**config.mk**
```make
export PLATFORM = sky130hd
export DESIGN_NAME = npt_mac
export DESIGN_NICKNAME = d
export VERILOG_FILES = /design/src/hw/rtl/npt_pkg.sv /design/src/hw/rtl/npt_mac.sv
export SDC_FILE = /design/constraint.sdc
export NUM_CORES = 2
export LEC_CHECK = 0
export BUFFER_PORTS_ARGS = -buffer_cell sky130_fd_sc_hd__buf_4
export CAP_MARGIN = 40
export CORE_MARGIN = 2
export CORE_UTILIZATION = 35
export CTS_CLUSTER_SIZE = 8
export DETAILED_ROUTE_END_ITERATION = 16
export PLACE_DENSITY_LB_ADDON = 0.3
export SETUP_SLACK_MARGIN = 0.05
export SYNTH_ARGS = -nofsm -noshare
export SYNTH_HDL_FRONTEND = slang
export SYNTH_SLANG_ARGS = --single-unit
```
**constraint.sdc**
```tcl
create_clock -name aclk -period 19.2 [get_ports aclk]
set_input_delay 0.96 -clock aclk [delete_from_list [all_inputs] [get_ports aclk]]
set_output_delay 0.96 -clock aclk [all_outputs]
set_load 0.02 [all_outputs]
```
**src/hw/rtl/npt_pkg.sv**
```systemverilog
// shared types, constants and code tables for the nearest-point-on-triangle block
// no dependencies
`default_nettype none

package npt_pkg;

    localparam int COORD_W = 24;
    localparam int FACE_W  = 20;
    localparam int DIST_W  = 52;
    localparam int RATIO_W = 24;
    localparam int Q_W     = RATIO_W + 1;
    localparam int VEC_W   = COORD_W + 1;
    localparam int DOT_W   = 52;
    localparam int HALF_W  = DOT_W / 2;
    localparam int WIDE_W  = 108;
    localparam int OPD_W   = 27;
    localparam int PROD_W  = 2 * OPD_W;
    localparam int IN_W    = 240;
    localparam int OUT_W   = 3 * COORD_W + DIST_W + FACE_W;
    localparam int CFG_IDX_W = 2;

    // configuration register indexes
    localparam logic [CFG_IDX_W-1:0] REG_QUERY_X = 2'd0;
    localparam logic [CFG_IDX_W-1:0] REG_QUERY_Y = 2'd1;
    localparam logic [CFG_IDX_W-1:0] REG_QUERY_Z = 2'd2;

    // operand sources of the shared multiplier
    localparam logic [3:0] SRC_ZERO = 4'd0;
    localparam logic [3:0] SRC_AB   = 4'd1;
    localparam logic [3:0] SRC_AC   = 4'd2;
    localparam logic [3:0] SRC_AP   = 4'd3;
    localparam logic [3:0] SRC_BP   = 4'd4;
    localparam logic [3:0] SRC_CP   = 4'd5;
    localparam logic [3:0] SRC_DLO  = 4'd6;
    localparam logic [3:0] SRC_DHI  = 4'd7;
    localparam logic [3:0] SRC_DIR  = 4'd8;
    localparam logic [3:0] SRC_Q1   = 4'd9;
    localparam logic [3:0] SRC_Q2   = 4'd10;
    localparam logic [3:0] SRC_DIFF = 4'd11;

    // accumulator destinations
    localparam logic [3:0] DST_NONE = 4'd0;
    localparam logic [3:0] DST_D0   = 4'd1;
    localparam logic [3:0] DST_D1   = 4'd2;
    localparam logic [3:0] DST_D2   = 4'd3;
    localparam logic [3:0] DST_D3   = 4'd4;
    localparam logic [3:0] DST_D4   = 4'd5;
    localparam logic [3:0] DST_D5   = 4'd6;
    localparam logic [3:0] DST_VA   = 4'd7;
    localparam logic [3:0] DST_VB   = 4'd8;
    localparam logic [3:0] DST_VC   = 4'd9;
    localparam logic [3:0] DST_PT0  = 4'd10;
    localparam logic [3:0] DST_PT1  = 4'd11;
    localparam logic [3:0] DST_PT2  = 4'd12;
    localparam logic [3:0] DST_DIST = 4'd13;

    // product shift codes
    localparam logic [1:0] SH_0  = 2'd0;
    localparam logic [1:0] SH_26 = 2'd1;
    localparam logic [1:0] SH_52 = 2'd2;

    // closest feature of the triangle
    localparam logic [2:0] RG_A  = 3'd0;
    localparam logic [2:0] RG_B  = 3'd1;
    localparam logic [2:0] RG_AB = 3'd2;
    localparam logic [2:0] RG_C  = 3'd3;
    localparam logic [2:0] RG_AC = 3'd4;
    localparam logic [2:0] RG_BC = 3'd5;
    localparam logic [2:0] RG_IN = 3'd6;

    typedef struct packed {
        logic [3:0] src;
        logic [2:0] idx;
    } opnd_t;

    typedef struct packed {
        logic       valid;
        opnd_t      a;
        opnd_t      b;
        logic [1:0] shift;
        logic       neg;
        logic       first;
        logic [3:0] dest;
    } mac_op_t;

    typedef struct packed {
        mac_op_t op;
        logic    div_start;
        logic    div_sel;
        logic    cap_q1;
        logic    cap_q2;
        logic    upd;
        logic    in_ready;
    } ctl_t;

    // d indexes of the cross terms: vc = d1*d4 - d3*d2, vb = d5*d2 - d1*d6,
    // va = d3*d6 - d5*d4 (d numbered from 1, stored from 0)
    function automatic logic [2:0] cross_idx(input logic [1:0] j, input logic p,
                                             input logic y);
        logic [2:0] r;
        case ({j, p, y})
            4'b0000: r = 3'd0;
            4'b0001: r = 3'd3;
            4'b0010: r = 3'd2;
            4'b0011: r = 3'd1;
            4'b0100: r = 3'd4;
            4'b0101: r = 3'd1;
            4'b0110: r = 3'd0;
            4'b0111: r = 3'd5;
            4'b1000: r = 3'd2;
            4'b1001: r = 3'd5;
            4'b1010: r = 3'd4;
            4'b1011: r = 3'd3;
            default: r = 3'd0;
        endcase
        return r;
    endfunction

endpackage

`default_nettype wire

```
**src/hw/rtl/npt_mac.sv**
```systemverilog
// shared multiply-accumulate unit: registered 27x27 product, shifted accumulate
// depends on npt_pkg
`default_nettype none

module npt_mac
    import npt_pkg::*;
(
    input  wire logic                     aclk,
    input  wire logic                     aresetn,
    input  wire mac_op_t                  op,
    input  wire logic signed [OPD_W-1:0]  opa,
    input  wire logic signed [OPD_W-1:0]  opb,
    output logic signed [WIDE_W-1:0]      acc,
    output logic                          wr,
    output logic [3:0]                    wr_dest
);

    logic signed [PROD_W-1:0] prod_reg;
    logic                     t_valid_reg;
    logic [1:0]               t_shift_reg;
    logic                     t_neg_reg;
    logic                     t_first_reg;
    logic [3:0]               t_dest_reg;
    logic signed [WIDE_W-1:0] acc_reg;
    logic signed [WIDE_W-1:0] acc_next;
    logic signed [WIDE_W-1:0] ext;
    logic signed [WIDE_W-1:0] term;
    logic                     wr_reg;
    logic [3:0]               wr_dest_reg;

    always_ff @(posedge aclk) begin
        prod_reg    <= opa * opb;
        t_shift_reg <= op.shift;
        t_neg_reg   <= op.neg;
        t_first_reg <= op.first;
        t_dest_reg  <= op.dest;
        if (!aresetn) begin
            t_valid_reg <= 1'b0;
        end else begin
            t_valid_reg <= op.valid;
        end
    end

    always_comb begin
        ext = WIDE_W'(prod_reg);
        case (t_shift_reg)
            SH_26:   term = ext <<< 26;
            SH_52:   term = ext <<< 52;
            default: term = ext;
        endcase
        if (t_neg_reg) begin
            term = -term;
        end
        acc_next = t_first_reg ? term : acc_reg + term;
    end

    always_ff @(posedge aclk) begin
        if (t_valid_reg) begin
            acc_reg <= acc_next;
        end
        wr_dest_reg <= t_dest_reg;
        if (!aresetn) begin
            wr_reg <= 1'b0;
        end else begin
            wr_reg <= t_valid_reg && (t_dest_reg != DST_NONE);
        end
    end

    assign acc     = acc_reg;
    assign wr      = wr_reg;
    assign wr_dest = wr_dest_reg;

endmodule

`default_nettype wire

```
Word level (Yosys, flattened, before mapping)
Cells that the tools add are included.
Storage, ports and cells
  flip-flop bits (word level): 176
  bits of input ports: 79
  output and inout port bits: 113
  logic and storage cells: 19
Cells by class
  add/subtract/negate cells: 2
  multiply operators: 1
  equality and inequality tests: 2
  multiplexer cells: 3
  reduce and logical (&&, ||, !) cells: 2
Operators with widths (count)
  2-to-1 mux 108 bit: 2
  one-hot mux 105 bit (2 select lines): 1
  adder 108 bit: 1
  negator 106 -> 108 bit: 1
  multiplier 27 x 27 -> 54 bit: 1
  nonzero test 4 bit: 1
  == test 2 x 1 -> 1 bit, second input constant: 1
  == test 2 bit, second input constant: 1
  logical AND 1 bit: 1

Longest topological paths before layout
  word-level depth: 6
  mapped depth: 34
  depth with buffers taken out: 27

Least setup slack after synthesis
No wires, ideal clock.
  kind: in2reg
  start: in opa[18]
  end: reg prod_reg[50]
  library setup time: 0.072 ns
  arrival: 7.705 ns
  required time: 19.128 ns
  setup slack: 11.423 ns
  stages: 27
  path buffers: 2
  cell sequence: clkbuf_1 clkbuf_1 nand2_1 fa_1 inv_1 fa_1 inv_1 fa_1 inv_1 fa_1 inv_1 fa_1 fa_1 fa_1 inv_1 ha_1 a21o_1 a21o_1 a21oi_1 o21ai_0 a2111o_1 a221o_1 nand2_1 o211ai_1 a221o_1 a21oi_1 xnor2_1
On the way
  cells in the longest elaborated chain, start to end: 1
RTL lines
  start, declared: RTL line npt_mac.sv:11  | input wire logic signed [OPD_W-1:0] opa,
  multiplier 27 x 27 -> 54 bit: RTL line npt_mac.sv:32  | prod_reg <= opa * opb;
  end signal, assigned: RTL line npt_mac.sv:32
  end, declared: RTL line npt_mac.sv:18  | logic signed [PROD_W-1:0] prod_reg;
Every way passes these cells.
A chain may end at the register's enable or synchronous reset.

Final worst setup path
  start: in opb[0]
  end: reg prod_reg[50]
On the way
  cells in the longest elaborated chain, start to end: 1
RTL lines
  start, declared: RTL line npt_mac.sv:12  | input wire logic signed [OPD_W-1:0] opb,
  multiplier 27 x 27 -> 54 bit: RTL line npt_mac.sv:32
Every way passes these cells.

==> impl_metrics.toml <==
[floorplanning]
dieArea_um2 = 126000
die_y_um = 355
rows = 128
initial_core_util = 0.354
ios = 192
core_um2 = 122000
die_w_um = 355

[logic_synthesis]
ys_top_cells_by_count = "inv_1, fa_1, nand2_1"
synth-seq-cells = 176
ys_warn_count = 0
synth_xor_area_frac = 0.0505
netlist_top_cells_area = "fa_1, ha_1, inv_1, edfxtp_1, nand2_1"
ys_seq_area_frac = 0.107
synthFlopType = "edfxtp_1"
avgSynthCellArea_um2 = 8.42
synth_edf_count = 108
yosysTopAreaCellShare = 0.353
syn-cell-area_um2 = 43200
synth_compound_area_frac = 0.131
post-synth-top-count-cell = "inv_1"
synthDistinctLibCells = 88
synthMuxAreaShare = 0.00203
synth_top_family_by_area = "adder cells"
ys_async_sr_fraction = 0
syn-instance-count = 5124
synth_fa_ha_area_frac = 0.431
synth_nets = 6233
yosys.area_share.simple = 0.174
synth_top_area_cell = "fa_1"

[timing]
finalMaxSlewViolations = 0
fin_crit_sh = 0.438
skew_ps = 19.5
finalSetupViolCount = 0
rsz0062_at_grt = "false"
min_period_ps = 8410
fmax_ghz = 0.119
max_slew_margin = 0.308
final.setup.tns_ps = 0
hold_violations = 0
worst_pin_slew_ps = 1020

[final_layout]
largest_reg_flops = 108
fill_cells = 12700
area_delta_synth_final_pct = 6.78
drive_gt1_frac = 0.0539
final_nets = 6140

[grt]
grt_usage = 0.209
overflow = 0
grt_pass1_wl_um = 207000
grt_max_degree = 102
antenna_found_initial = 5
grt_pass1_vias = 36400

[detailed_routing]
via_per_inst = 5.20
vias = 34700
wire_per_inst_um = 19.5
routed_wl_um = 130000
drc = 0
ant_nets = 0
drt_iter0_markers = 2369
firstDrtPassIters = 5

[worst_setup_path]
critPathMaxFanout = 27
crit_family = "adder cells"
cpMaxStageDelayCell = "fa_1"
cp-end-kind = "register"
r2r_cells = 25
ff2ff_setup_slack_ps = 10920
crit_path_max_incr_delay_ps = 670
crit_type = "in2reg"
cp_cell_sequence = "buf_4, nand2_1, inv_1, fa_1, fa_1, fa_1, ha_1, inv_1, fa_1, inv_1, fa_1, inv_1, fa_1, inv_1, ha_1, nor2b_1, or4_1, a221o_1, nand2_1, o211ai_1, a221o_1, a21oi_1, xnor2_1"
cp.depth = 23
worstPathArrival_ps = 8810
cp.buffers_inverters = 6
critPathLaunchType = "input pin"
required_ps = 19600
critPathMostFrequentCell = "fa_1"

[run_status]
status = "finished clean"

[place]
io_buffer_count = 177
place.gp.congestion = 0.936
dp_hpwl_um = 103000

[cts]
cts_hold_buf = 0
clock_sinks = 176
root_buffer = "clkbuf_16"
clk_latency_ps = 480
clock_path_buffers = 2
ctsResizeCount = 0
cts_tree = "done"
cts_made_buffers = 17
clk_pin_slew_ps = 70
cts_setup_buffers = 0
cts_htree_levels = 4

[hold_path]
hold_depth = 0
hold_class = "reg2reg"

[flow_run]
max_cap_violations = 0
-- final timing paths --
kind,start,endpoint
max,opb[0],prod_reg[50]$_DFF_P_
min,t_dest_reg[2]$_DFF_P_,wr_dest[2]$_DFF_P_
max reg2reg,t_shift_reg[0]$_DFF_P_,acc[104]$_DFFE_PP_
min reg2reg,t_dest_reg[2]$_DFF_P_,wr_dest[2]$_DFF_P_
-- through the flow --
step / worst slack, ps / std cells / hold WS, ps / cell area, um2 / utilization
global placement: 10240 / 6634 / 335 / 45400 / 0.372
finish: 10790 / 6670 / 353 / 46100 / 0.378
floorplan: 11420 / 5124 / 331 / 43200 / -
global route: 10220 / 6669 / 364 / 46100 / 0.378
CTS: 10640 / 6669 / 354 / 46100 / 0.378
detailed placement: 10120 / 6637 / 341 / 45500 / 0.373
-- logic make-up after synthesis --
| family | after synthesis |
|---|---|
| AND/OR/NAND/NOR | 1579 |
| buffers and inverters | 1178 |
| adder cells (fa/ha/maj) | 1030 |
| AO/OA/AOI/OAI | 904 |
| XOR/XNOR | 249 |
| flip-flops | 176 |
| multiplexers | 8 |
-- layout make-up --
class	instances	area, um2	share of cell area
inverter	877	3290	0.0715
clock buffer	17	425	0.00923
clock inverter	15	170	0.00369
antenna	1	2.50	0.0000543
multi-input combinational	3770	34100	0.740
tap	1625	2030	0.0441
sequential	176	4620	0.100
timing repair buffer	189	1460	0.0316
-- placed cells by master, fill, tap and decap left out, types with 6 or more instances in the layout --
master	instances
a2111oi_0	7
mux2_2	6
nor2_1	254
a211oi_1	18
inv_1	876
nand3_1	56
buf_4	186
nor4_1	17
a221oi_1	31
o31ai_1	40
o21bai_1	32
o21a_1	19
a21oi_1	293
a31oi_1	21
xnor2_1	160
nand2_1	688
a21o_1	96
nand2b_1	33
and3_1	13
fa_1	762
o21ai_0	225
o31a_1	6
nor3_1	39
clkbuf_16	17
and2_1	319
edfxtp_1	108
nor2b_1	19
or3_1	20
nand4_1	61
or4_1	11
or2_2	14
o211ai_1	14
o41ai_1	14
a22oi_1	26
ha_1	267
dfxtp_1	65
a21boi_0	7
xor2_1	89
-- layer usage --
metal,up-vias,part of all wire,track usage
met3,156,0.055,0.0247
met5,-,0,0
met4,0,0.022,0.0522
met2,987,0.48,0.356
met1,17400,0.45,0.281
li1,16100,-,-
Power is not shown: default switching activity piles up to over one toggle a cycle in this logic, so the estimate is an artifact.
