### src/hw/rtl/npt_pkg.sv
// shared types, constants and code tables for the nearest-point-on-triangle block
// no dependencies
`default_nettype none

package npt_pkg;

    localparam int COORD_W = 24;
    localparam int FACE_W  = 20;
    localparam int DIST_W  = 52;
    localparam int RATIO_W = 24;
    localparam int Q_W     = RATIO_W + 1;
    localparam int VEC_W   = COORD_W + 1;
    localparam int DOT_W   = 52;
    localparam int HALF_W  = DOT_W / 2;
    localparam int WIDE_W  = 108;
    localparam int OPD_W   = 27;
    localparam int PROD_W  = 2 * OPD_W;
    localparam int IN_W    = 240;
    localparam int OUT_W   = 3 * COORD_W + DIST_W + FACE_W;
    localparam int CFG_IDX_W = 2;

    // configuration register indexes
    localparam logic [CFG_IDX_W-1:0] REG_QUERY_X = 2'd0;
    localparam logic [CFG_IDX_W-1:0] REG_QUERY_Y = 2'd1;
    localparam logic [CFG_IDX_W-1:0] REG_QUERY_Z = 2'd2;

    // operand sources of the shared multiplier
    localparam logic [3:0] SRC_ZERO = 4'd0;
    localparam logic [3:0] SRC_AB   = 4'd1;
    localparam logic [3:0] SRC_AC   = 4'd2;
    localparam logic [3:0] SRC_AP   = 4'd3;
    localparam logic [3:0] SRC_BP   = 4'd4;
    localparam logic [3:0] SRC_CP   = 4'd5;
    localparam logic [3:0] SRC_DLO  = 4'd6;
    localparam logic [3:0] SRC_DHI  = 4'd7;
    localparam logic [3:0] SRC_DIR  = 4'd8;
    localparam logic [3:0] SRC_Q1   = 4'd9;
    localparam logic [3:0] SRC_Q2   = 4'd10;
    localparam logic [3:0] SRC_DIFF = 4'd11;

    // accumulator destinations
    localparam logic [3:0] DST_NONE = 4'd0;
    localparam logic [3:0] DST_D0   = 4'd1;
    localparam logic [3:0] DST_D1   = 4'd2;
    localparam logic [3:0] DST_D2   = 4'd3;
    localparam logic [3:0] DST_D3   = 4'd4;
    localparam logic [3:0] DST_D4   = 4'd5;
    localparam logic [3:0] DST_D5   = 4'd6;
    localparam logic [3:0] DST_VA   = 4'd7;
    localparam logic [3:0] DST_VB   = 4'd8;
    localparam logic [3:0] DST_VC   = 4'd9;
    localparam logic [3:0] DST_PT0  = 4'd10;
    localparam logic [3:0] DST_PT1  = 4'd11;
    localparam logic [3:0] DST_PT2  = 4'd12;
    localparam logic [3:0] DST_DIST = 4'd13;

    // product shift codes
    localparam logic [1:0] SH_0  = 2'd0;
    localparam logic [1:0] SH_26 = 2'd1;
    localparam logic [1:0] SH_52 = 2'd2;

    // closest feature of the triangle
    localparam logic [2:0] RG_A  = 3'd0;
    localparam logic [2:0] RG_B  = 3'd1;
    localparam logic [2:0] RG_AB = 3'd2;
    localparam logic [2:0] RG_C  = 3'd3;
    localparam logic [2:0] RG_AC = 3'd4;
    localparam logic [2:0] RG_BC = 3'd5;
    localparam logic [2:0] RG_IN = 3'd6;

    typedef struct packed {
        logic [3:0] src;
        logic [2:0] idx;
    } opnd_t;

    typedef struct packed {
        logic       valid;
        opnd_t      a;
        opnd_t      b;
        logic [1:0] shift;
        logic       neg;
        logic       first;
        logic [3:0] dest;
    } mac_op_t;

    typedef struct packed {
        mac_op_t op;
        logic    div_start;
        logic    div_sel;
        logic    cap_q1;
        logic    cap_q2;
        logic    upd;
        logic    in_ready;
    } ctl_t;

    // d indexes of the cross terms: vc = d1*d4 - d3*d2, vb = d5*d2 - d1*d6,
    // va = d3*d6 - d5*d4 (d numbered from 1, stored from 0)
    function automatic logic [2:0] cross_idx(input logic [1:0] j, input logic p,
                                             input logic y);
        logic [2:0] r;
        case ({j, p, y})
            4'b0000: r = 3'd0;
            4'b0001: r = 3'd3;
            4'b0010: r = 3'd2;
            4'b0011: r = 3'd1;
            4'b0100: r = 3'd4;
            4'b0101: r = 3'd1;
            4'b0110: r = 3'd0;
            4'b0111: r = 3'd5;
            4'b1000: r = 3'd2;
            4'b1001: r = 3'd5;
            4'b1010: r = 3'd4;
            4'b1011: r = 3'd3;
            default: r = 3'd0;
        endcase
        return r;
    endfunction

endpackage

`default_nettype wire

### src/hw/rtl/npt_seq.sv
// sequencer: issues the multiply schedule, runs the divider, commits the result
// depends on npt_pkg
`default_nettype none

module npt_seq
    import npt_pkg::*;
(
    input  wire logic aclk,
    input  wire logic aresetn,
    input  wire logic s_fire,
    input  wire logic div_done,
    input  wire logic last,
    input  wire logic out_full,
    output ctl_t      ctl
);

    localparam logic [3:0] ST_IDLE   = 4'd0;
    localparam logic [3:0] ST_DOT    = 4'd1;
    localparam logic [3:0] ST_CROSS  = 4'd2;
    localparam logic [3:0] ST_DRAIN1 = 4'd3;
    localparam logic [3:0] ST_DIV1   = 4'd4;
    localparam logic [3:0] ST_DIV1W  = 4'd5;
    localparam logic [3:0] ST_DIV2   = 4'd6;
    localparam logic [3:0] ST_DIV2W  = 4'd7;
    localparam logic [3:0] ST_PT     = 4'd8;
    localparam logic [3:0] ST_DRAIN2 = 4'd9;
    localparam logic [3:0] ST_DIST   = 4'd10;
    localparam logic [3:0] ST_DRAIN3 = 4'd11;
    localparam logic [3:0] ST_UPD    = 4'd12;

    logic [3:0] state_reg, state_next;
    logic [2:0] outer_reg, outer_next;
    logic [2:0] inner_reg, inner_next;
    logic [1:0] part;
    logic       prt;

    always_comb begin
        state_next = state_reg;
        outer_next = outer_reg;
        inner_next = inner_reg;
        ctl        = '0;
        part       = inner_reg[1:0];
        prt        = inner_reg[2];
        case (state_reg)
            ST_IDLE: begin
                ctl.in_ready = 1'b1;
                outer_next   = '0;
                inner_next   = '0;
                if (s_fire) begin
                    state_next = ST_DOT;
                end
            end
            ST_DOT: begin
                ctl.op.valid = 1'b1;
                ctl.op.a.src = outer_reg[0] ? SRC_AC : SRC_AB;
                ctl.op.a.idx = inner_reg;
                case (outer_reg[2:1])
                    2'd0:    ctl.op.b.src = SRC_AP;
                    2'd1:    ctl.op.b.src = SRC_BP;
                    default: ctl.op.b.src = SRC_CP;
                endcase
                ctl.op.b.idx = inner_reg;
                ctl.op.shift = SH_0;
                ctl.op.first = (inner_reg == 3'd0);
                ctl.op.dest  = (inner_reg == 3'd2) ? 4'(DST_D0 + outer_reg) : DST_NONE;
                if (inner_reg == 3'd2) begin
                    inner_next = '0;
                    outer_next = outer_reg + 3'd1;
                    if (outer_reg == 3'd5) begin
                        outer_next = '0;
                        state_next = ST_CROSS;
                    end
                end else begin
                    inner_next = inner_reg + 3'd1;
                end
            end
            ST_CROSS: begin
                ctl.op.valid = 1'b1;
                ctl.op.a.src = part[1] ? SRC_DHI : SRC_DLO;
                ctl.op.a.idx = cross_idx(outer_reg[1:0], prt, 1'b0);
                ctl.op.b.src = part[0] ? SRC_DHI : SRC_DLO;
                ctl.op.b.idx = cross_idx(outer_reg[1:0], prt, 1'b1);
                case (part)
                    2'd0:    ctl.op.shift = SH_0;
                    2'd3:    ctl.op.shift = SH_52;
                    default: ctl.op.shift = SH_26;
                endcase
                ctl.op.neg   = prt;
                ctl.op.first = (inner_reg == 3'd0);
                if (inner_reg == 3'd7) begin
                    case (outer_reg[1:0])
                        2'd0:    ctl.op.dest = DST_VC;
                        2'd1:    ctl.op.dest = DST_VB;
                        default: ctl.op.dest = DST_VA;
                    endcase
                    inner_next = '0;
                    outer_next = outer_reg + 3'd1;
                    if (outer_reg == 3'd2) begin
                        outer_next = '0;
                        state_next = ST_DRAIN1;
                    end
                end else begin
                    inner_next = inner_reg + 3'd1;
                end
            end
            ST_DRAIN1, ST_DRAIN2, ST_DRAIN3: begin
                inner_next = inner_reg + 3'd1;
                if (inner_reg == 3'd2) begin
                    inner_next = '0;
                    case (state_reg)
                        ST_DRAIN1: state_next = ST_DIV1;
                        ST_DRAIN2: state_next = ST_DIST;
                        default:   state_next = ST_UPD;
                    endcase
                end
            end
            ST_DIV1: begin
                ctl.div_start = 1'b1;
                state_next    = ST_DIV1W;
            end
            ST_DIV1W: begin
                if (div_done) begin
                    ctl.cap_q1 = 1'b1;
                    state_next = ST_DIV2;
                end
            end
            ST_DIV2: begin
                ctl.div_sel   = 1'b1;
                ctl.div_start = 1'b1;
                state_next    = ST_DIV2W;
            end
            ST_DIV2W: begin
                ctl.div_sel = 1'b1;
                if (div_done) begin
                    ctl.cap_q2 = 1'b1;
                    state_next = ST_PT;
                end
            end
            ST_PT: begin
                ctl.op.valid = 1'b1;
                ctl.op.a.src = inner_reg[0] ? SRC_AC : SRC_DIR;
                ctl.op.a.idx = outer_reg;
                ctl.op.b.src = inner_reg[0] ? SRC_Q2 : SRC_Q1;
                ctl.op.shift = SH_0;
                ctl.op.first = !inner_reg[0];
                ctl.op.dest  = inner_reg[0] ? 4'(DST_PT0 + outer_reg) : DST_NONE;
                if (inner_reg[0]) begin
                    inner_next = '0;
                    outer_next = outer_reg + 3'd1;
                    if (outer_reg == 3'd2) begin
                        outer_next = '0;
                        state_next = ST_DRAIN2;
                    end
                end else begin
                    inner_next = inner_reg + 3'd1;
                end
            end
            ST_DIST: begin
                ctl.op.valid = 1'b1;
                ctl.op.a.src = SRC_DIFF;
                ctl.op.a.idx = inner_reg;
                ctl.op.b.src = SRC_DIFF;
                ctl.op.b.idx = inner_reg;
                ctl.op.shift = SH_0;
                ctl.op.first = (inner_reg == 3'd0);
                ctl.op.dest  = (inner_reg == 3'd2) ? DST_DIST : DST_NONE;
                inner_next   = inner_reg + 3'd1;
                if (inner_reg == 3'd2) begin
                    inner_next = '0;
                    state_next = ST_DRAIN3;
                end
            end
            ST_UPD: begin
                if (!(last && out_full)) begin
                    ctl.upd    = 1'b1;
                    state_next = ST_IDLE;
                end
            end
            default: begin
                state_next = ST_IDLE;
            end
        endcase
    end

    always_ff @(posedge aclk) begin
        if (!aresetn) begin
            state_reg <= ST_IDLE;
            outer_reg <= '0;
            inner_reg <= '0;
        end else begin
            state_reg <= state_next;
            outer_reg <= outer_next;
            inner_reg <= inner_next;
        end
    end

endmodule

`default_nettype wire

### config.mk
export PLATFORM = sky130hd
export DESIGN_NAME = npt_seq
export DESIGN_NICKNAME = d
export VERILOG_FILES = /design/src/hw/rtl/npt_pkg.sv /design/src/hw/rtl/npt_seq.sv
export SDC_FILE = /design/constraint.sdc
export NUM_CORES = 1
export LEC_CHECK = 0
export BUFFER_PORTS_ARGS = -buffer_cell sky130_fd_sc_hd__buf_2
export CAP_MARGIN = 20
export CORE_MARGIN = 8
export CORE_UTILIZATION = 45
export CTS_CLUSTER_DIAMETER = 50
export DETAILED_ROUTE_END_ITERATION = 10
export HOLD_SLACK_MARGIN = 0.12
export PLACE_DENSITY_LB_ADDON = 0.1
export SETUP_SLACK_MARGIN = 0.1
export SLEW_MARGIN = 20
export SYNTH_ARGS = -nofsm -noshare
export SYNTH_HDL_FRONTEND = slang
export SYNTH_SLANG_ARGS = --single-unit
export TNS_END_PERCENT = 10
### constraint.sdc
create_clock -name aclk -period 2.1 [get_ports aclk]
set_input_delay 0.105 -clock aclk [delete_from_list [all_inputs] [get_ports aclk]]
set_output_delay 0.105 -clock aclk [all_outputs]
set_load 0.005 [all_outputs]
* Yosys cells after proc, flatten, opt, wreduce, memory -nomap -nowiden
Index checks and enable logic that the tools add are counted.
** Storage, ports and cells
- Flip-flop bits (word level) :: 10
- Bits of input ports :: 6
- Output and inout port bits :: 29
- Word-level logic and storage cells :: 116
** Operators by class
- Add/subtract/negate cells :: 4
- Equality and inequality tests :: 36
- Muxes and demuxes :: 51
- Reductions and logical operators :: 22
** Operators by type and width (number)
- $mux W4 :: 17
- $pmux W12 S4 :: 1
- $pmux W4 S11 :: 1
- $mux W3 :: 8
- $ne A2 B2 Y1 const B :: 12
- $pmux W3 S4 :: 2
- $eq A4 B4 Y1 const B :: 5
- $pmux W5 S4 :: 1
- $pmux W3 S2 :: 3
- $eq A4 B3 Y1 const B :: 4
- $pmux W4 S2 :: 2
- $reduce_or A2 Y1 :: 8
- $eq A3 B2 Y1 const B :: 4
- $eq A3 B3 Y1 const B :: 4
- $reduce_and A12 Y1 :: 1
- $mux W1 :: 11
- $pmux W3 S3 :: 1
- $eq A4 B2 Y1 const B :: 2
- $reduce_bool A4 Y1 :: 2
- $add A3 B1 Y3 const B :: 2
- $logic_not A2 Y1 :: 3
- $logic_not A3 Y1 :: 2
- $mux W2 :: 3
- $reduce_or A5 Y1 :: 1
- other kinds (12) :: 13

* Logic depth before layout (Yosys ltp)
- Depth after elaboration :: 4
- Mapped depth :: 8

* Worst setup path before layout
Ideal clock, no wire load.
- Path kind :: flip-flop to flip-flop
- Start :: reg outer_reg[1]
- End :: reg outer_reg[1]
- Setup time :: 0.070 ns
- Data arrival time :: 1.891 ns
- Data required time :: 2.030 ns
- Setup slack :: 0.139 ns
- Stages on the path, launching flop included :: 8
- Path buffers :: 1
- Period minus slack after synthesis :: 1.961 ns
- Path through :: dfxtp_1 -> clkbuf_1 -> inv_1 -> ha_1 -> a21oi_1 -> a32oi_2 -> or4_1 -> a21oi_1
** Between the ends
- Longest elaborated chain between the ends :: 4
** RTL lines
- start, declared :: line npt_seq.sv:32 : logic [2:0] outer_reg, outer_next;
- start signal, assigned :: line npt_seq.sv:192 : outer_reg <= outer_next;
- $add A3 B1 Y3, or another cell as far along :: line npt_seq.sv:68, npt_seq.sv:97, npt_seq.sv:149
- $mux W3, on equally long branches :: line npt_seq.sv:98, npt_seq.sv:150, npt_seq.sv:69
- $mux W3, on equally long branches :: line npt_seq.sv:147, npt_seq.sv:66, npt_seq.sv:90
- $pmux W3 S4 (*) :: line npt_seq.sv:44 : case (state_reg)
Every way passes the cells marked *; elsewhere a longest branch is shown, timed or not. The select of a mux whose other input is x is not followed.
A chain may end at the register's enable or synchronous reset.

==> flow_metrics.tcl <==
set metrics [dict create \
    timing.critical_path.from_type "register" \
    placer_congestion 0.932 \
    netlist_area_mm2 0.00131 \
    synthesis.instances 178 \
    total_power_per_unit_cell_area_mw_per_mm2 1170 \
    drive_above_1_share_pct 39.1 \
    num_antenna_cells 0 \
    synthesis.area_per_instance_um2 7.35 \
    area.growth.synth_to_final_pct 32.4 \
    timing.critical_path.slowest_cell_delay_ns 0.60 \
    clock_tree_from_tritoncts "done" \
    die-width_um 69.9 \
    finalWorstPathRequiredPeriod_ns 1.99 \
    critPathArrivalTime_ns 1.88 \
    sequential_share_of_power_pct 15.5 \
    vias 1518 \
    count_of_final_setup_violators 0 \
    globalRouteTotalUtil_pct 16.2 \
    synth_top_flop_cell "dfxtp_1" \
    fin_nets 245 \
    synthTopCellsByCount "19 x nand2_1, 15 x nor2_1, 14 x a21oi_1" \
    synth.area.top_cells "dfxtp_1 15%, ha_1 12%, nand2_1 5.4%" \
    ys_seq_area_share_pct 15.3 \
    critical-path-top-delay-family "simple AND/OR/NAND/NOR gates" \
    p_comb_share_pct 75.7 \
    crit_chain "or4b_4 > buf_4 > nor4_1 > a221o_1 > buf_2" \
    post-route-util_pct 62.8 \
    cts-root-to-sink-buffers 2 \
    maxSlewViolCount 0 \
    clockPowerShare_pct 8.7 \
    place_hpwl_um 3150 \
    critical_path_class "register to output port" \
    yosysUniqueCellTypes 50 \
    cp_data_required_time_ns 2.00 \
    routed_wirelength_um 4160 \
    die_area_mm2 0.00489 \
    r2r_setup_slk_ns 0.17 \
    number_of_antenna_violations_at_the_first_check_in_global_routing 0 \
    htree_num_levels 1 \
    max_cap_check_violation_count 0 \
    max_reg_flops 4 \
    synth_nets 197 \
    finalCritPeriodShare_pct 94.7 \
    die_height_um 69.9 \
    grt_first_pass_wirelength_um 6910 \
    hold_viol_final 0 \
    ant_nets 0 \
    wl_per_cell_um 16.2 \
    post-route-drc-count 0 \
    detail_route.vias_per_cell 5.93 \
    worst-path-buf-inv 2 \
    synth_top_cell_by_area "dfxtp_1" \
    detail_route.first_pass.iterations 4 \
    ctsRootBufferMaster "clkbuf_4" \
    first_iter_violations 156 \
    p_leak_uw 0.000863 \
    worstHoldPathType "input port to register" \
    cellInternalPower_uw 1070 \
    yosysTopAreaCellShare_pct 15.3 \
    yosysWarningCount 0 \
    core_mm2 0.00276 \
    yosysMostFrequentCell "nand2_1" \
    max-slew-margin-rel_pct 60.5 \
    first_global_vias 1482 \
    clock_sinks 10 \
    synth-async-reset-ratio_pct 0 \
    switch_pwr_uw 956 \
    cp_slowest_cell "or4b_4" \
    netSwitchingFraction_pct 47.3 \
    timing.clock.skew_ns 0.00434 \
    worst-path-max-fanout 10 \
    pin_count_of_the_biggest_net_entering_global_routing 16 \
    worstSetupEndpointType "output port" \
    overflow 0 \
    max_slew.worst_pin.slew_ns 0.591 \
    place.port_buffers 34 \
    cts_made_buffers 3 \
    setup_tns_ns 0 \
    ys_ff_latch 10 \
    worst_skew_pair.late_latency_ns 0.27 \
    synth_edf_count 0 \
    timing.fmax_mhz 503 \
    floorplan_row_count 19 \
    vdd_drop_max_uv 929 \
    grt_setup_unrepaired "yes" \
    status "complete, no violations" \
    ios 35 \
    clkSlewWorstSetupHoldPaths_ns 0.07 \
    initial_utilization_pct 47.5 \
]
==> power groups by stage <==
stage	clock, uW	sequential [uW]	combinational (uW)
finish	176	314	1530
global route	188	323	1690
CTS	183	301	1450
detailed placement	0	355	1290
global placement	0	348	1260
floorplan	0	272	954
==> tightest hold or removal path, cell delays in order <==
cell and delay, ns:
buf_2 0.11, nand4_1 0.08, nor2_1 0.05, o21a_1 0.18
==> cell families after synthesis <==
group / Yosys count / synth area share [%]
compound gates: 50 / 27.6
xor+xnor: 3 / 2.01
fa+ha+maj: 13 / 12.4
buf+inv: 26 / 9.18
flops: 10 / 15.3
mux: 3 / 2.29
simple gates: 73 / 31.2
==> path summary, 6_finish.rpt <==
kind                        startpoint                        end  cells after the start
min reg2reg  outer_reg[0]$_SDFFE_PN0P_  outer_reg[0]$_SDFFE_PN0P_                      2
max reg2reg  inner_reg[1]$_SDFFE_PN0P_  outer_reg[1]$_SDFFE_PN0P_                      7
min                           div_done  state_reg[3]$_SDFFE_PN0P_                      4
max          state_reg[3]$_SDFFE_PN0P_                    ctl[23]                      5
==> per-layer routing <==
layer / up-vias / global-route usage (%) / part of all wire, %
met3: 4 / 3.95 / 7.5
met5: - / 0 / 0
li1: 740 / - / -
met4: 0 / 3.79 / 0.63
met1: 718 / 19.5 / 42
met2: 56 / 28.1 / 50
==> stage by stage <==
| step | setup WS [ns] | hold slack [ns] | total power [uW] | cells | area, um^2 |
|---|---|---|---|---|---|
| final | 0.112 | 0.289 | 2020 | 256 | 1730 |
| after global routing | 0.0451 | 0.313 | 2200 | 256 | 1730 |
| after CTS | 0.101 | 0.281 | 1930 | 255 | 1680 |
| after detailed placement | 0.127 | 0.390 | 1640 | 243 | 1560 |
| after global placement | 0.180 | 0.371 | 1610 | 243 | 1560 |
| after floorplan | 0.139 | 0.223 | 1230 | 178 | 1310 |
==> cell usage in the layout, fill, tap and decap left out, types with 2 or more instances in the layout <==
cell      count
nor2b_1       2
buf_4        24
a21o_1        3
nor4_1        3
dfxtp_4       4
nor3_1        5
o221ai_1      2
nand3_1       2
a21oi_1      13
nand2_1      18
mux2i_1       3
clkbuf_4      3
buf_2        34
nand4_1       2
a22oi_1       2
a21oi_2       2
dfxtp_2       3
or4_1         4
nand2b_1      4
o21ai_0      10
a31oi_1       2
and3_1        4
nor2_1       14
inv_1         8
ha_1         11
xor2_1        2
dfxtp_1       3
and2_1        4
==> cell type report <==
type,instances,area [um^2]
Multi-Input combinational cell,142,1040
Fill cell,251,1020
Timing Repair Buffer,59,360
Sequential cell,10,219
Inverter,10,40.0
Tap cell,31,38.8
Clock buffer,4,36.3
==> repair_timing <==
item                                    in CTS  in global routing
endpoints found under the setup margin      11                 15
buffers inserted                             7                  1
hold buffers                                 1                  0
hold endpoints to repair                     1                  0
gates resized for setup                     10                 14
pin swaps                                    2                  3
Note: power is estimated with default switching activity, not from simulation.
