## config.mk

```make
export PLATFORM = sky130hd
export DESIGN_NAME = npt_div
export DESIGN_NICKNAME = d
export VERILOG_FILES = /design/src/hw/rtl/npt_pkg.sv /design/src/hw/rtl/npt_div.sv
export SDC_FILE = /design/constraint.sdc
export NUM_CORES = 1
export LEC_CHECK = 0
export BUFFER_PORTS_ARGS = -buffer_cell sky130_fd_sc_hd__buf_2
export CAP_MARGIN = 20
export CORE_UTILIZATION = 60
export CTS_CLUSTER_DIAMETER = 60
export DETAILED_ROUTE_END_ITERATION = 12
export PLACE_DENSITY = 0.82
export SYNTH_ARGS = -nofsm -noshare
export SYNTH_HDL_FRONTEND = slang
export SYNTH_SLANG_ARGS = --single-unit
```

## constraint.sdc

```tcl
create_clock -name aclk -period 16 [get_ports aclk]
set_input_delay 2.4 -clock aclk [delete_from_list [all_inputs] [get_ports aclk]]
set_output_delay 2.4 -clock aclk [all_outputs]
set_load 0.03 [all_outputs]
```

## src/hw/rtl/npt_pkg.sv

```systemverilog
// shared types, constants and code tables for the nearest-point-on-triangle block
// no dependencies
`default_nettype none

package npt_pkg;

    localparam int COORD_W = 24;
    localparam int FACE_W  = 20;
    localparam int DIST_W  = 52;
    localparam int RATIO_W = 24;
    localparam int Q_W     = RATIO_W + 1;
    localparam int VEC_W   = COORD_W + 1;
    localparam int DOT_W   = 52;
    localparam int HALF_W  = DOT_W / 2;
    localparam int WIDE_W  = 108;
    localparam int OPD_W   = 27;
    localparam int PROD_W  = 2 * OPD_W;
    localparam int IN_W    = 240;
    localparam int OUT_W   = 3 * COORD_W + DIST_W + FACE_W;
    localparam int CFG_IDX_W = 2;

    // configuration register indexes
    localparam logic [CFG_IDX_W-1:0] REG_QUERY_X = 2'd0;
    localparam logic [CFG_IDX_W-1:0] REG_QUERY_Y = 2'd1;
    localparam logic [CFG_IDX_W-1:0] REG_QUERY_Z = 2'd2;

    // operand sources of the shared multiplier
    localparam logic [3:0] SRC_ZERO = 4'd0;
    localparam logic [3:0] SRC_AB   = 4'd1;
    localparam logic [3:0] SRC_AC   = 4'd2;
    localparam logic [3:0] SRC_AP   = 4'd3;
    localparam logic [3:0] SRC_BP   = 4'd4;
    localparam logic [3:0] SRC_CP   = 4'd5;
    localparam logic [3:0] SRC_DLO  = 4'd6;
    localparam logic [3:0] SRC_DHI  = 4'd7;
    localparam logic [3:0] SRC_DIR  = 4'd8;
    localparam logic [3:0] SRC_Q1   = 4'd9;
    localparam logic [3:0] SRC_Q2   = 4'd10;
    localparam logic [3:0] SRC_DIFF = 4'd11;

    // accumulator destinations
    localparam logic [3:0] DST_NONE = 4'd0;
    localparam logic [3:0] DST_D0   = 4'd1;
    localparam logic [3:0] DST_D1   = 4'd2;
    localparam logic [3:0] DST_D2   = 4'd3;
    localparam logic [3:0] DST_D3   = 4'd4;
    localparam logic [3:0] DST_D4   = 4'd5;
    localparam logic [3:0] DST_D5   = 4'd6;
    localparam logic [3:0] DST_VA   = 4'd7;
    localparam logic [3:0] DST_VB   = 4'd8;
    localparam logic [3:0] DST_VC   = 4'd9;
    localparam logic [3:0] DST_PT0  = 4'd10;
    localparam logic [3:0] DST_PT1  = 4'd11;
    localparam logic [3:0] DST_PT2  = 4'd12;
    localparam logic [3:0] DST_DIST = 4'd13;

    // product shift codes
    localparam logic [1:0] SH_0  = 2'd0;
    localparam logic [1:0] SH_26 = 2'd1;
    localparam logic [1:0] SH_52 = 2'd2;

    // closest feature of the triangle
    localparam logic [2:0] RG_A  = 3'd0;
    localparam logic [2:0] RG_B  = 3'd1;
    localparam logic [2:0] RG_AB = 3'd2;
    localparam logic [2:0] RG_C  = 3'd3;
    localparam logic [2:0] RG_AC = 3'd4;
    localparam logic [2:0] RG_BC = 3'd5;
    localparam logic [2:0] RG_IN = 3'd6;

    typedef struct packed {
        logic [3:0] src;
        logic [2:0] idx;
    } opnd_t;

    typedef struct packed {
        logic       valid;
        opnd_t      a;
        opnd_t      b;
        logic [1:0] shift;
        logic       neg;
        logic       first;
        logic [3:0] dest;
    } mac_op_t;

    typedef struct packed {
        mac_op_t op;
        logic    div_start;
        logic    div_sel;
        logic    cap_q1;
        logic    cap_q2;
        logic    upd;
        logic    in_ready;
    } ctl_t;

    // d indexes of the cross terms: vc = d1*d4 - d3*d2, vb = d5*d2 - d1*d6,
    // va = d3*d6 - d5*d4 (d numbered from 1, stored from 0)
    function automatic logic [2:0] cross_idx(input logic [1:0] j, input logic p,
                                             input logic y);
        logic [2:0] r;
        case ({j, p, y})
            4'b0000: r = 3'd0;
            4'b0001: r = 3'd3;
            4'b0010: r = 3'd2;
            4'b0011: r = 3'd1;
            4'b0100: r = 3'd4;
            4'b0101: r = 3'd1;
            4'b0110: r = 3'd0;
            4'b0111: r = 3'd5;
            4'b1000: r = 3'd2;
            4'b1001: r = 3'd5;
            4'b1010: r = 3'd4;
            4'b1011: r = 3'd3;
            default: r = 3'd0;
        endcase
        return r;
    endfunction

endpackage

`default_nettype wire

```

## src/hw/rtl/npt_div.sv

```systemverilog
// serial restoring divider for the clamped q1.24 ratio, one quotient bit per cycle
// depends on npt_pkg
`default_nettype none

module npt_div
    import npt_pkg::*;
(
    input  wire logic                     aclk,
    input  wire logic                     aresetn,
    input  wire logic                     start,
    input  wire logic signed [WIDE_W-1:0] num,
    input  wire logic signed [WIDE_W-1:0] den,
    output logic [Q_W-1:0]                q,
    output logic                          done
);

    logic              busy_reg;
    logic              done_reg;
    logic [4:0]        cnt_reg;
    logic [WIDE_W-1:0] rem_reg;
    logic [WIDE_W-1:0] dsr_reg;
    logic [Q_W-1:0]    q_reg;
    logic [WIDE_W:0]   rem2;
    logic [WIDE_W:0]   diff;

    always_comb begin
        rem2 = {rem_reg, 1'b0};
        diff = rem2 - {1'b0, dsr_reg};
    end

    always_ff @(posedge aclk) begin
        if (!aresetn) begin
            busy_reg <= 1'b0;
            done_reg <= 1'b0;
        end else begin
            if (start) begin
                if (den <= 0 || num <= 0) begin
                    q_reg    <= '0;
                    done_reg <= 1'b1;
                end else if (num >= den) begin
                    q_reg    <= Q_W'(1) << RATIO_W;
                    done_reg <= 1'b1;
                end else begin
                    busy_reg <= 1'b1;
                    done_reg <= 1'b0;
                    rem_reg  <= num;
                    dsr_reg  <= den;
                    cnt_reg  <= '0;
                    q_reg    <= '0;
                end
            end else if (busy_reg) begin
                if (!diff[WIDE_W]) begin
                    rem_reg <= diff[WIDE_W-1:0];
                    q_reg   <= {q_reg[Q_W-2:0], 1'b1};
                end else begin
                    rem_reg <= rem2[WIDE_W-1:0];
                    q_reg   <= {q_reg[Q_W-2:0], 1'b0};
                end
                cnt_reg  <= cnt_reg + 5'd1;
                done_reg <= (cnt_reg == 5'(RATIO_W - 1));
                if (cnt_reg == 5'(RATIO_W - 1)) begin
                    busy_reg <= 1'b0;
                end
            end else begin
                done_reg <= 1'b0;
            end
        end
    end

    assign q    = q_reg;
    assign done = done_reg;

endmodule

`default_nettype wire

```

# == Yosys cells after proc, flatten, opt, wreduce, memory -nomap -nowiden ==
# Cells that the tools add are included.
# classes
n_addsub,2
n_mul,0
div_mod_pow,0
magnitude_cmp,3
eq_ne,3
shifts,0
muxes,23
n_bitwise,2
reduce_logical,6
# op_table
cell,n
two-way mux 108 bit,5
"<= comparator 108 x 1 -> 1 bit, second input constant",2
subtractor 109 x 108 -> 109 bit,1
>= comparator 108 bit,1
two-way mux 25 bit,4
two-way mux 5 bit,4
two-way mux 1 bit,10
AND reduction 4 bit,2
"adder 5 x 1 -> 5 bit, second input constant",1
"== test 5 bit, second input constant",1
"!= test 2 bit, second input constant",2
AND reduction 2 bit,2
inverter 1 bit,2
nonzero test 2 bit,1
logical OR 1 bit,1
# totals
register_bits,248
latch_bits,0
mem_bits_rw,0
romBits,0
input_bits,219
output_inout_bits,26
elab_cells,45
memories,0

# == Logic depth before layout (Yosys ltp) ==
# Gate-level depths: netlist (run 1).
# depth
ltp_word,4
mapped_depth,17

# == Worst setup path before layout (run 1) ==
# No wires, ideal clock.
# synth_timing
kind,input to register
from,in den[81]
to,"reg dsr_reg[0], enable pin"
setup_time_ns,0.707
t_arrival_ns,11.677
slack_ns,3.616
stages,14
n_path_buf,0
cell_sequence,inv_1 > ha_1 > a21o_1 > a21o_1 > a21oi_1 > o21ai_0 > nand2_1 > o211ai_1 > a221o_1 > a221oi_1 > o21ai_0 > xor2_1 > o21ai_0 > nor3_1
# synth_via
elab_chain_len,4
# synth_lines
item,line,text
"start, declared",npt_div.sv:12,"input wire logic signed [WIDE_W-1:0] den,"
<= comparator 108 x 1 -> 1 bit,npt_div.sv:37,if (den <= 0 || num <= 0) begin
logical OR 1 bit,npt_div.sv:37,
inverter 1 bit (no source line),--,
AND reduction 4 bit (no source line) (*),--,
"end signal, assigned",npt_div.sv:47,dsr_reg <= den;
"end, declared",npt_div.sv:21,logic [WIDE_W-1:0] dsr_reg;
# Every way passes the cells marked *; elsewhere a longest branch is shown, timed or not.
# A chain may end at the register's enable or synchronous reset.

# == Final worst setup path (run 1) ==
# layout_timing
from,in num[1]
to,"reg rem_reg[61], enable pin"
# layout_via
elab_chain_len,4
# layout_lines
item,line,text
"start, declared",npt_div.sv:11,"input wire logic signed [WIDE_W-1:0] num,"
<= comparator 108 x 1 -> 1 bit,npt_div.sv:37,
logical OR 1 bit,npt_div.sv:37,
!= test 2 bit (no source line),--,
AND reduction 4 bit (no source line) (*),--,
"end signal, assigned",npt_div.sv:46,rem_reg <= num;
"end signal, assigned",npt_div.sv:53,rem_reg <= diff[WIDE_W-1:0];
"end signal, assigned",npt_div.sv:56,rem_reg <= rem2[WIDE_W-1:0];
"end, declared",npt_div.sv:20,logic [WIDE_W-1:0] rem_reg;
# Marked as above.

==> impl_metrics.json, run 1 <==
{
  "wirelength_microns": 70200,
  "die_x_microns": 187,
  "vias": 19600,
  "postCtsHoldBufs": 0,
  "cts_resized": 0,
  "avgSynthCellArea_sq_um": 8.66,
  "synthTopCellsByArea": "edfxtp_1 36%, ha_1 13%, a21oi_1 6.9%, inv_1 5.8%, nor2_1 3.4%",
  "synth_cell_types": 68,
  "syn_nets": 2816,
  "cp.required_ns": 16.15,
  "worst_slack_ns": 8.88,
  "grt.total_usage": 0.397,
  "worstSetupStartpointType": "primary input",
  "yosys.area_share.adder": 0.132,
  "fin_util": 0.689,
  "power-per-cell-area_nw_per_um2": 89.7,
  "fin_crit_sh": 0.445,
  "synth_seq_cells": 248,
  "grt_start_max_net_pins": 92,
  "crit_path_end_kind": "flop",
  "path_buf_inv": 2,
  "synth-compound-area-share": 0.212,
  "nets": 3001,
  "synth.most_common_cell": "inv_1",
  "synth_top_family_by_area": "compound AO/OA/AOI/OAI gates",
  "ioPinCount": 245,
  "finalSetupViolCount": 0,
  "crit_slowest_cell": "buf_4",
  "cts_buffer_depth": 3,
  "leakage_nw": 10.3,
  "drt-initial-drc-count": 2128,
  "cts.sinks": 248,
  "clock.fmax_mhz": 141,
  "die_h_microns": 187,
  "cts_max_level": 2,
  "worstPathCellList": "buf_2 -> ha_1 -> nor2b_1 -> o21ai_0 -> nand2b_1 -> a21oi_1 -> o21ai_0 -> a221oi_1 -> nor2_1 -> a211oi_1 -> o21ai_0 -> xor2_1 -> o21ai_0 -> o22ai_4 -> buf_4",
  "critPathMaxStageDelay_ns": 0.81,
  "antenna_found_initial": 7,
  "pre_cts_slack_ns": 8.59,
  "first_pass_iters": 6,
  "rsz0062_at_grt": "false",
  "timing.hold.ws_ns": 0.495,
  "grt_pass1_wl_microns": 108000,
  "num_rows": 67,
  "worst_ir_drop_vdd_mv": 0.0820,
  "synth_warnings": 0,
  "start_util": 0.613,
  "syn2layout_area_growth_pct": 12.4,
  "syn_area_sq_um": 20600,
  "viasPerCell": 6.44,
  "grt_pass1_vias": 19200,
  "holdCritPathClass": "reg2reg",
  "async_flop_share": 0,
  "tightestPinTransition_ns": 1.14,
  "finalNonFillerCells": 3041,
  "muxShareOfSynthArea": 0.0199,
  "core_sq_um": 33600,
  "synth_flop_cell": "edfxtp_1",
  "place_hpwl_microns": 54400,
  "drive_gt1_frac": 0.138,
  "fin_skew_ns": 0.0191,
  "crit_path_frequent_cell": "o21ai_0",
  "wl_per_cell_microns": 23.1,
  "fin_area_sq_um": 23200,
  "synth-edff-count": 246,
  "finalCriticalPeriod_ns": 7.12,
  "cts_tree": "built",
  "synth_xor_xnor_area_share": 0.0421,
  "cts_setup_buffers": 0,
  "root_buffer": "clkbuf_16",
  "arrival_ns": 7.27,
  "dpl-instance-area_sq_um": 22100,
  "syn_inst": 2380,
  "gp_congestion": 1.06,
  "crit_family": "compound AO/OA/AOI/OAI gates",
  "io_buffers": 244,
  "clk_pin_slew_ns": 0.05,
  "synth-simple-area-share": 0.154,
  "dpl.cell_count": 2976,
  "synth_top_area_cell": "edfxtp_1",
  "critPathKind": "in2reg",
  "numCtsBuffers": 34,
  "ys_top_cells_by_count": "316 x inv_1, 284 x a21oi_1, 246 x edfxtp_1, 216 x ha_1, 189 x nor2_1",
  "cap_violations": 0,
  "path_max_fanout": 58,
  "drc": 0,
  "synth_top_area_share": 0.359,
  "maxSlewViolCount": 0,
  "ant_nets": 0,
  "grt_overflow": 0,
  "setup_tns_ns": 0,
  "timing.slew.headroom": 0.233,
  "die_area_sq_um": 35100,
  "power.total_mw": 2.08,
  "hold_viol": 0,
  "seq_area_frac_synth": 0.361,
  "status": "finished clean",
  "worstSkewPairLatency_ns": 0.54
}
power breakdown:
part	internal [mW]	switching [mW]
logic	0.203	0.357
registers	0.761	0.0159
clock network	0.430	0.311
total	1.39	0.684
worst paths after layout:
path                          from                     end  slack (ns)  cells after the start
max                         num[1]   rem_reg[61]$_DFFE_PP_        8.88                     15
min          busy_reg$_SDFFE_PN0P_   busy_reg$_SDFFE_PN0P_        0.50                      2
max reg2reg  rem_reg[32]$_DFFE_PP_  rem_reg[102]$_DFFE_PP_       10.72                     13
min reg2reg  busy_reg$_SDFFE_PN0P_   busy_reg$_SDFFE_PN0P_        0.50                      2
per-layer routing:
| metal | GRT usage | up-vias | share of wire |
|---|---|---|---|
| met4 | 0.212 | 8 | 0.058 |
| met5 | 0 | - | 0.00084 |
| met1 | 0.523 | 9247 | 0.40 |
| li1 | - | 8996 | - |
| met2 | 0.612 | 1101 | 0.44 |
| met3 | 0.0863 | 235 | 0.11 |
worst reg2reg max path, cell delays in order (launching register included):
cell and delay (ns):
edfxtp_1 0.40, ha_1 0.48, inv_2 0.11, nor3_1 0.55
nand3_1 0.18, a2111oi_2 0.47, o31ai_1 0.28, o2111a_1 0.39
nor4_1 0.54, or3_2 0.24, buf_4 0.68, o21ai_0 0.27
o31a_1 0.29, a21oi_1 0.20
logic make-up (layout without fill, tap and decap cells):
family	count (synthesis)	after routing
compound gates	706	706
xor+xnor	99	99
fa+ha+maj	217	217
buf+inv	426	634
flops	248	248
mux	37	37
other cells	0	5
simple gates	647	647
layout make-up:
class,count,area (sq um)
antenna,5,12.5
clock buffer,44,930
clock inverter,15,134
fill,2827,10500
inverter,318,1190
multi-input combinational,1706,11600
sequential,248,7430
tap,448,561
timing repair buffer,257,1320
layout by cell type (no fill, tap or decap), types with 10 or more instances in the layout:
master and count:
buf_4 11, xnor2_1 54, o21ai_0 113, o21bai_1 38, ha_1 216, clkbuf_16 35
a211oi_1 58, nor2_1 189, nand3_1 27, xor2_1 45, nor4_1 65, a21o_1 94
buf_2 245, o211ai_1 15, edfxtp_1 246, mux2_2 31, inv_1 316, o21a_1 10
a21oi_1 284, a221oi_1 10, and3_1 11, nand2_1 151, nand4_1 89, nor3_1 23
nand2b_1 13, nor2b_1 42
No activity file was read; power rests on OpenSTA's default activity.
==> run 2: changes to the inputs <==
- CORE_UTILIZATION: 60 -> 55
- PLACE_DENSITY: 0.82 -> 0.79
- clock period: 16 -> 5.9 ns (I/O delays scaled with it)
==> impl_metrics.json, run 2 (synthesis results as in run 1) <==
{
  "critPathKind": "reg2reg",
  "worstPathCellList": "inv_1 -> fa_1 -> nand2b_1 -> a21o_1 -> a211o_1 -> a2111oi_2 -> o31ai_1 -> o2111a_1 -> o211a_1 -> or3_2 -> nand2b_2 -> inv_2 -> and3_1 -> mux2i_1 -> nand2_1",
  "power-per-cell-area_nw_per_um2": 246,
  "timing.slew.headroom": 0.191,
  "cts_buffer_depth": 3,
  "root_buffer": "clkbuf_16",
  "cp-startpoint": "rem_reg[0]$_DFFE_PP_",
  "dr_wl_met3_microns": 5580,
  "rsz0062_at_grt": "false",
  "holdCritPathClass": "in2reg",
  "r2r-start": "rem_reg[0]$_DFFE_PP_",
  "setup_tns_ns": 0,
  "hold_viol": 0,
  "io_buffers": 244,
  "numCtsBuffers": 31,
  "layout_common_cells": "316 x inv_1, 284 x a21oi_1, 246 x edfxtp_1",
  "maxSlewViolCount": 0,
  "num_rows": 70,
  "place_hpwl_microns": 51700,
  "die_h_microns": 196,
  "final_common_cell": "inv_1",
  "finalCriticalPeriod_ns": 4.85,
  "tightestPinTransition_ns": 1.20,
  "syn2layout_area_growth_pct": 13.3,
  "viasPerCell": 6.27,
  "grt.total_usage": 0.346,
  "wl_met2_microns": 30800,
  "ant_nets": 0,
  "crit_family": "compound AO/OA/AOI/OAI gates",
  "clk_pin_slew_ns": 0.06,
  "cts_max_level": 1,
  "grt_pass1_wl_microns": 103000,
  "antenna_found_initial": 11,
  "path_buf_inv": 2,
  "wl_met1_microns": 27900,
  "gp_congestion": 1.01,
  "drc": 0,
  "grt_overflow": 0,
  "fin_skew_ns": 0.0216,
  "cp.required_ns": 6.26,
  "die_x_microns": 196,
  "leakage_nw": 10.4,
  "die_area_sq_um": 38200,
  "worstSetupStartpointType": "flop",
  "crit_path_end_kind": "flop",
  "grt_pass1_vias": 18600,
  "drt-initial-drc-count": 1784,
  "cap_violations": 0,
  "finalSetupViolCount": 0,
  "grt_start_max_net_pins": 90,
  "postCtsHoldBufs": 0,
  "routed.top_layer": "met5",
  "worst_ir_drop_vdd_mv": 0.223,
  "worstSkewPairLatency_ns": 0.61,
  "cts_setup_buffers": 0,
  "arrival_ns": 5.21,
  "wl_per_cell_microns": 21.8,
  "status": "finished clean",
  "first_pass_iters": 5,
  "cts_resized": 0,
  "vias": 19200,
  "drive_gt1_frac": 0.140,
  "clock.fmax_mhz": 206,
  "cts_tree": "built",
  "start_util": 0.561,
  "wirelength_microns": 66800,
  "nets": 3003,
  "path_max_fanout": 22,
  "core_sq_um": 36700,
  "critPathMaxStageDelay_ns": 0.78,
  "crit_slowest_cell": "or3_2",
  "ioPinCount": 245,
  "fin_crit_sh": 0.822,
  "power.total_mw": 5.75,
  "min-delay-start": "den[20]",
  "cts.sinks": 248
}
==> run 2: final cells by class <==
| cell class | instances | area (sq um) |
|---|---|---|
| diodes | 5 | 12.5 |
| clock buffers | 34 | 787 |
| clock inverters | 23 | 345 |
| fillers | 3075 | 13400 |
| inverters | 318 | 1190 |
| multi-input cells | 1706 | 11600 |
| flip-flops and latches | 248 | 7430 |
| well taps | 468 | 586 |
| repair buffers | 262 | 1410 |
==> run 2: metal layers <==
layer / GRT usage / vias up
li1: - / 9015
met3: 0.0623 / 153
met1: 0.457 / 9167
met2: 0.575 / 880
met4: 0.111 / 8
met5: 0 / -
==> run 2: worst paths after layout <==
check | cells past startpoint | slack [ns] | to
max | 15 | 1.05 | rem_reg[105]$_DFFE_PP_
min reg2reg | 2 | 0.53 | busy_reg$_SDFFE_PN0P_
max reg2reg | 15 | 1.05 | rem_reg[105]$_DFFE_PP_
min | 1 | 0.48 | dsr_reg[20]$_DFFE_PP_
==> run 2: power by group <==
| group | switching, mW | total, mW | internal, mW |
|---|---|---|---|
| combinational | 0.945 | 1.50 | 0.558 |
| sequential | 0.0420 | 2.10 | 2.06 |
| clock | 0.823 | 2.14 | 1.32 |
| total | 1.81 | 5.75 | 3.94 |
==> run 2: through the flow <==
stage                     std cells   util  cell area [sq um]  setup slack, ns  hold WS [ns]
final                          3064  0.636              23300             1.05         0.478
after global routing           3060  0.636              23300            0.859         0.466
after floorplan                2380      -              20600           0.0518         0.458
after CTS                      3058  0.636              23300             1.05         0.465
after global placement         3001  0.605              22200             1.13         0.471
after detailed placement       3001  0.605              22200             1.04         0.519
